$ cat config.mk
export PLATFORM = sky130hd
export DESIGN_NAME = rtc_fields_to_epoch_seconds_top
export DESIGN_NICKNAME = d
export VERILOG_FILES = /design/src/hdl/rtcep_pkg.sv /design/src/hdl/rtcep_calc.sv /design/src/hdl/rtc_fields_to_epoch_seconds_top.sv
export SDC_FILE = /design/constraint.sdc
export NUM_CORES = 1
export LEC_CHECK = 0
export ABC_AREA = 0
export BUFFER_PORTS_ARGS = -buffer_cell sky130_fd_sc_hd__buf_2
export CAP_MARGIN = 20
export CORE_MARGIN = 2
export CORE_UTILIZATION = 40
export CTS_CLUSTER_SIZE = 12
export DETAILED_ROUTE_END_ITERATION = 7
export GPL_TIMING_DRIVEN = 0
export PLACE_DENSITY = 0.65
export SYNTH_ARGS = -nofsm -noshare
export SYNTH_HDL_FRONTEND = slang
export SYNTH_SLANG_ARGS = --single-unit
$ cat constraint.sdc
create_clock -name clk -period 18.92 [get_ports clk]
set_clock_uncertainty 0.05 [all_clocks]
set_input_delay 3.784 -clock clk [delete_from_list [all_inputs] [get_ports clk]]
set_output_delay 3.784 -clock clk [all_outputs]
set_load 0.05 [all_outputs]
$ cat src/hdl/rtcep_pkg.sv
// Shared types, register indexes and calendar tables for the RTC-to-epoch block.
// No dependencies.
package rtcep_pkg;

  localparam logic [7:0] CFG_BINARY_MODE  = 8'd0;
  localparam logic [7:0] CFG_HOUR_24_MODE = 8'd1;

  // Days from 1970-01-01 to 2000-01-01, before leap days are added.
  localparam logic [15:0] DAYS_1970_TO_2000 = 16'd10950;
  localparam logic [31:0] SECS_PER_DAY      = 32'd86400;
  localparam logic [31:0] EPOCH_MAX         = 32'd4102444799;

  typedef struct packed {
    logic [15:0] days;  // days since 1970-01-01
    logic [16:0] sod;   // seconds of the day
    logic        bad;   // some decoded field out of range
  } rtcep_calc_t;

  function automatic logic [7:0] bcd8(input logic [7:0] b);
    return {4'b0000, b[3:0]} + {4'b0000, b[7:4]} * 8'd10;
  endfunction

  // Month length in a common year; month codes outside 1..12 never reach use.
  function automatic logic [4:0] month_len(input logic [3:0] mon);
    logic [4:0] len;
    unique case (mon)
      4'd2:                      len = 5'd28;
      4'd4, 4'd6, 4'd9, 4'd11:   len = 5'd30;
      default:                   len = 5'd31;
    endcase
    return len;
  endfunction

  // Days in the months before mon, common year.
  function automatic logic [8:0] days_before(input logic [3:0] mon);
    logic [8:0] d;
    unique case (mon)
      4'd2:    d = 9'd31;
      4'd3:    d = 9'd59;
      4'd4:    d = 9'd90;
      4'd5:    d = 9'd120;
      4'd6:    d = 9'd151;
      4'd7:    d = 9'd181;
      4'd8:    d = 9'd212;
      4'd9:    d = 9'd243;
      4'd10:   d = 9'd273;
      4'd11:   d = 9'd304;
      4'd12:   d = 9'd334;
      default: d = 9'd0;
    endcase
    return d;
  endfunction

endpackage

$ cat src/hdl/rtcep_calc.sv
// Decode and range check of one RTC snapshot; gives day count and seconds of day.
// Depends on rtcep_pkg.
module rtcep_calc (
  input  logic [7:0]           raw_seconds,
  input  logic [7:0]           raw_minutes,
  input  logic [7:0]           raw_hours,
  input  logic [7:0]           raw_day,
  input  logic [7:0]           raw_month,
  input  logic [7:0]           raw_year,
  input  logic                 binary_mode,
  input  logic                 hour_24_mode,
  output rtcep_pkg::rtcep_calc_t calc
);
  import rtcep_pkg::*;

  logic [7:0]  sec, mins, hr_d, hr, day, mon, yr;
  logic [6:0]  h7;
  logic [7:0]  h12;
  logic        bad12, bad_basic, leap, bad_day;
  logic [4:0]  lim;
  logic [8:0]  doy;
  logic [7:0]  yr_adj;

  always_comb begin
    if (binary_mode) begin
      sec  = raw_seconds;
      mins = raw_minutes;
      hr_d = raw_hours;
      day  = raw_day;
      mon  = raw_month;
      yr   = raw_year;
    end else begin
      sec  = bcd8(raw_seconds);
      mins = bcd8(raw_minutes);
      // bit 7 stays apart from the tens digit
      hr_d = ({4'b0000, raw_hours[3:0]} + {5'b00000, raw_hours[6:4]} * 8'd10)
             | {raw_hours[7], 7'b0};
      day  = bcd8(raw_day);
      mon  = bcd8(raw_month);
      yr   = bcd8(raw_year);
    end
  end

  // 12-hour fold: 12 AM -> 0, 12 PM -> 12
  always_comb begin
    h7    = hr_d[6:0];
    bad12 = (h7 < 7'd1) || (h7 > 7'd12);
    h12   = (h7 == 7'd12) ? 8'd0 : {1'b0, h7};
    if (hr_d[7]) h12 = h12 + 8'd12;
    hr    = hour_24_mode ? hr_d : h12;
  end

  always_comb begin
    bad_basic = (sec > 8'd59) || (mins > 8'd59) || (hr > 8'd23) || (yr > 8'd99)
                || (mon < 8'd1) || (mon > 8'd12) || (!hour_24_mode && bad12);
    leap      = (yr[1:0] == 2'b00);
    lim       = (mon[3:0] == 4'd2 && leap) ? 5'd29 : month_len(mon[3:0]);
    bad_day   = (day < 8'd1) || (day > {3'b000, lim});
    doy       = 9'(day - 8'd1) + days_before(mon[3:0])
                + {8'b0, (leap && mon[3:0] > 4'd2)};
    yr_adj    = 8'(yr + 8'd31);
  end

  // Leap days since 1970 reduce to (yr + 31) / 4 over 2000..2099.
  assign calc.days = 16'({8'b0, yr} * 16'd365) + DAYS_1970_TO_2000
                     + {10'b0, yr_adj[7:2]} + {7'b0, doy};
  assign calc.sod  = {9'b0, sec} + 17'({9'b0, mins} * 17'd60)
                     + 17'({9'b0, hr} * 17'd3600);
  assign calc.bad  = bad_basic || bad_day;

endmodule

$ cat src/hdl/rtc_fields_to_epoch_seconds_top.sv
// Top level: RTC field snapshot to seconds since 1970, two register stages.
// Depends on rtcep_pkg and rtcep_calc.
//
//  channel | ports                                   | handshake
//  --------+-----------------------------------------+---------------------------
//  input   | in_raw_seconds .. in_raw_year           | start && !busy
//  result  | out_epoch_seconds, out_fields_invalid   | out_valid, one cycle
//  config  | cfg_index, cfg_data                     | cfg_valid && cfg_ready
//
// One snapshot per cycle; busy and cfg_ready are constant (never stalls).
// Each snapshot passes the input register, then the result register.
// Decode, day count and the multiply by 86400 between the two set the cycle time.
// rst_n clears valid flags and resets config (binary_mode 0, hour_24_mode 1).
// The receiver cannot stall; a result is shown for exactly one cycle.
module rtc_fields_to_epoch_seconds_top (
  input  logic        clk,
  input  logic        rst_n,
  input  logic        start,
  output logic        busy,
  input  logic [7:0]  in_raw_seconds,
  input  logic [7:0]  in_raw_minutes,
  input  logic [7:0]  in_raw_hours,
  input  logic [7:0]  in_raw_day,
  input  logic [7:0]  in_raw_month,
  input  logic [7:0]  in_raw_year,
  output logic        out_valid,
  output logic [31:0] out_epoch_seconds,
  output logic        out_fields_invalid,
  input  logic        cfg_valid,
  output logic        cfg_ready,
  input  logic [7:0]  cfg_index,
  input  logic [7:0]  cfg_data
);
  import rtcep_pkg::*;

  logic        binary_mode_r, hour_24_mode_r;
  logic        in_vld_r, out_vld_r;
  logic [7:0]  sec_r, min_r, hr_r, day_r, mon_r, yr_r;
  rtcep_calc_t calc;
  logic [31:0] epoch_nxt, epoch_r;
  logic        inv_r;
  logic        in_xfer;

  assign busy      = 1'b0;
  assign cfg_ready = 1'b1;
  assign in_xfer   = start && !busy;

  always_ff @(posedge clk) begin
    if (!rst_n) begin
      binary_mode_r  <= 1'b0;
      hour_24_mode_r <= 1'b1;
      in_vld_r       <= 1'b0;
      out_vld_r      <= 1'b0;
    end else begin
      if (cfg_valid && cfg_ready) begin
        unique case (cfg_index)
          CFG_BINARY_MODE:  binary_mode_r  <= cfg_data[0];
          CFG_HOUR_24_MODE: hour_24_mode_r <= cfg_data[0];
          default: ;
        endcase
      end
      in_vld_r  <= in_xfer;
      out_vld_r <= in_vld_r;
    end
  end

  always_ff @(posedge clk) begin
    if (in_xfer) begin
      sec_r <= in_raw_seconds;
      min_r <= in_raw_minutes;
      hr_r  <= in_raw_hours;
      day_r <= in_raw_day;
      mon_r <= in_raw_month;
      yr_r  <= in_raw_year;
    end
    epoch_r <= epoch_nxt;
    inv_r   <= calc.bad;
  end

  rtcep_calc u_calc (
    .raw_seconds  (sec_r),
    .raw_minutes  (min_r),
    .raw_hours    (hr_r),
    .raw_day      (day_r),
    .raw_month    (mon_r),
    .raw_year     (yr_r),
    .binary_mode  (binary_mode_r),
    .hour_24_mode (hour_24_mode_r),
    .calc         (calc)
  );

  assign epoch_nxt = calc.bad ? 32'd0
                   : 32'({16'b0, calc.days} * SECS_PER_DAY) + {15'b0, calc.sod};

  assign out_valid          = out_vld_r;
  assign out_epoch_seconds  = epoch_r;
  assign out_fields_invalid = inv_r;

`ifndef ASSERT_OFF
  a_latency: assert property (@(posedge clk) disable iff (!rst_n)
    in_xfer |-> ##2 out_valid)
    else $error("accepted snapshot did not produce a result two cycles later");
  a_no_spurious: assert property (@(posedge clk) disable iff (!rst_n)
    out_valid |-> $past(in_vld_r))
    else $error("result strobe without a computed item behind it");
  a_invalid_zero: assert property (@(posedge clk) disable iff (!rst_n)
    out_valid && out_fields_invalid |-> out_epoch_seconds == 32'd0)
    else $error("invalid snapshot gave a nonzero epoch");
  a_range: assert property (@(posedge clk) disable iff (!rst_n)
    out_valid && !out_fields_invalid |-> out_epoch_seconds <= EPOCH_MAX)
    else $error("epoch seconds beyond year 2099");
`endif

endmodule
==> impl_metrics.ini <==
[clock_tree]
cts_resized = 0
postCtsHoldBufs = 0
cts_tree = yes
postCtsSetupRepairBufs = 0
clock_latency_ns = 0.37
cts.sinks = 85
htreeDepth = 3
clk_pin_slew_ns = 0.07
clock-root-buffer = clkbuf_16
clock_path_buffers = 2
cts_buffers = 9

[routing]
routed_wl_um = 27500
dr.pass1.iters = 6
drtIter0Drc = 296
drcViolationCount = 0
wl_per_cell_um = 13.7
antenna_left = 0
vias = 9987
routed_via_density = 4.98

[floorplanning]
coreArea_sq_um = 32600
ios = 104
rows = 66
initial_core_util_pct = 40.7
die_h_um = 186
fp.dieW_um = 186
die-area_sq_um = 34700

[yosys]
ys.warnings.count = 0
synth.most_common_cell = ha_1
synthArstFlopShare_pct = 0
ys_ff_latch = 85
syn-cell-area_sq_um = 13300
syn_inst = 1447
ys_seq_area_share_pct = 16.4
syn_area_per_cell_sq_um = 9.17
synth_cell_types = 75
synth_area_leaders = ha_1 (27%), fa_1 (15%), edfxtp_1 (11%)
synth_commonest_cells = ha_1 (286), inv_1 (274), fa_1 (98)
synth_edf_count = 48
synth_top_area_share_pct = 27.0
ys_dominant_reg_cell = edfxtp_1
synth_nets = 1899
synth_top_cell_by_area = ha_1

[worst_setup_path]
cp-start-kind = flip-flop
critical_path_required_ns = 19.13
cp_slowest_cell = mux2i_1
critPathKind = flip-flop to flip-flop
cpPeakStageDelay_ns = 0.86
cp_data_arrival_time_ns = 13.58
worstPathMaxFanout = 10
r2r_slack_ns = 5.55
cp-end-kind = flip-flop

[timing]
max_slew_margin_pct = 33.8
drv_slew = 0
rsz0062_at_grt = false
finalHoldViolations = 0
fmax_mhz = 74.8
worst_pin_slew_ns = 0.966
setup-tns-final_ns = 0
fin_crit_sh_pct = 70.7
fin_crit_ns = 13.37
setup-violations-final = 0
holdWs_ns = 0.400

[placement]
io_buffers = 94
hpwl_um = 23700
place_congestion = 0.876

[min_path]
hp-class = flip-flop to flip-flop

[global_routing]
grt_pass1_vias = 9698
antenna_found_initial = 0
grt_max_degree = 32
track_usage_pct = 16.5
grt_pass1_wl_um = 45500
grt_overflow = 0

[layout]
syn2layout_area_growth_pct = 10.6
nets = 2009
diodes = 0
final_layout_size_suffix_gt1_share_pct = 9.73

[outcome]
outcome = complete, no violations

[run]
maxCapViolations = 0
[worst paths after layout]
path                                           end                       start  cells past startpoint
setup / recovery  out_epoch_seconds[30]$_SDFF_PP0_  binary_mode_r$_SDFFE_PN0P_                     50
hold / removal                out_valid$_SDFF_PN0_         in_vld_r$_SDFF_PN0_                      1
setup reg to reg  out_epoch_seconds[30]$_SDFF_PP0_  binary_mode_r$_SDFFE_PN0P_                     50
hold reg to reg               out_valid$_SDFF_PN0_         in_vld_r$_SDFF_PN0_                      1
[cells in the final DEF (no fill, tap or decap), types with 10 or more instances in the layout]
cell type  synthesis  layout
edfxtp_1          48      48
inv_1            274     274
and3_1            11      11
buf_2              5      99
xor2_1            41      41
o21ai_0           61      61
nor2_1            86      86
a21oi_1           83      83
o21bai_1          10      10
xnor2_1           89      89
a21o_1            31      31
nand3_1           24      24
nand2_1           65      65
nor2b_1           21      21
fa_1              98      98
dfxtp_1           37      37
ha_1             286     286
nor3_1            15      15
mux2i_1           15      15
[logic make-up after synthesis]
group                      count (synthesis)  share of synthesized area (%)
DFF                                       85                           16.4
muxes                                     24                           2.06
xor gates and xnor gates                 132                           8.87
buffers and inverters                    292                           8.56
and+or+nand+nor                          278                           10.5
other                                      2                         0.0566
adders and majority gates                384                           41.7
AOI/OAI and AO/OA                        250                           11.8
[metal layers]
| metal | track usage, % | part of all wire [%] | vias up |
|---|---|---|---|
| met2 | 29.0 | 50 | 118 |
| met5 | 0 | 0 | - |
| met1 | 21.2 | 46 | 4762 |
| met4 | 5.32 | 2.2 | 0 |
| li1 | - | - | 5070 |
| met3 | 1.79 | 2.2 | 37 |
[worst max-delay path, delay by kind of cell, from the launching register on]
kind	cells	cell delay (ns)
AO/OA/AOI/OAI	9	1.72
XOR/XNOR	3	0.73
adder cells (fa/ha/maj)	14	5.64
buffers and inverters	12	2.27
flip-flops	1	0.33
multiplexers	1	0.86
AND/OR/NAND/NOR	11	1.63
[area by class of cell]
type / instances / area (sq um)
fill: 3158 / 17900
timing repair buffer: 99 / 520
clock inverter: 6 / 96.3
sequential: 85 / 2180
tap: 442 / 553
buffer: 17 / 104
clock buffer: 10 / 229
multi-input combinational: 1070 / 9960
inverter: 275 / 1030
[state kept, by name, summed over array words and instances (netlist names)]
signal              flops
binary_mode_r           1
min_r                   8
mon_r                   8
out_valid               1
out_fields_invalid      1
yr_r                    8
in_vld_r                1
hr_r                    8
day_r                   8
out_epoch_seconds      32
sec_r                   8
hour_24_mode_r          1
[metrics by stage]
| stage | setup slack [ns] | utilization [%] | instance area, sq um | std cells |
|---|---|---|---|---|
| final | 5.55 | 45.0 | 14700 | 2004 |
| after global routing | 4.65 | 45.0 | 14700 | 2004 |
| after CTS | 5.48 | 44.9 | 14700 | 2002 |
| after detailed placement | 5.57 | 43.9 | 14300 | 1986 |
| after global placement | 5.72 | 43.8 | 14300 | 1983 |
| after floorplan | 7.75 | - | 13300 | 1447 |
Power is not shown: default switching activity piles up to over one toggle a cycle in this logic, so the estimate is an artifact.
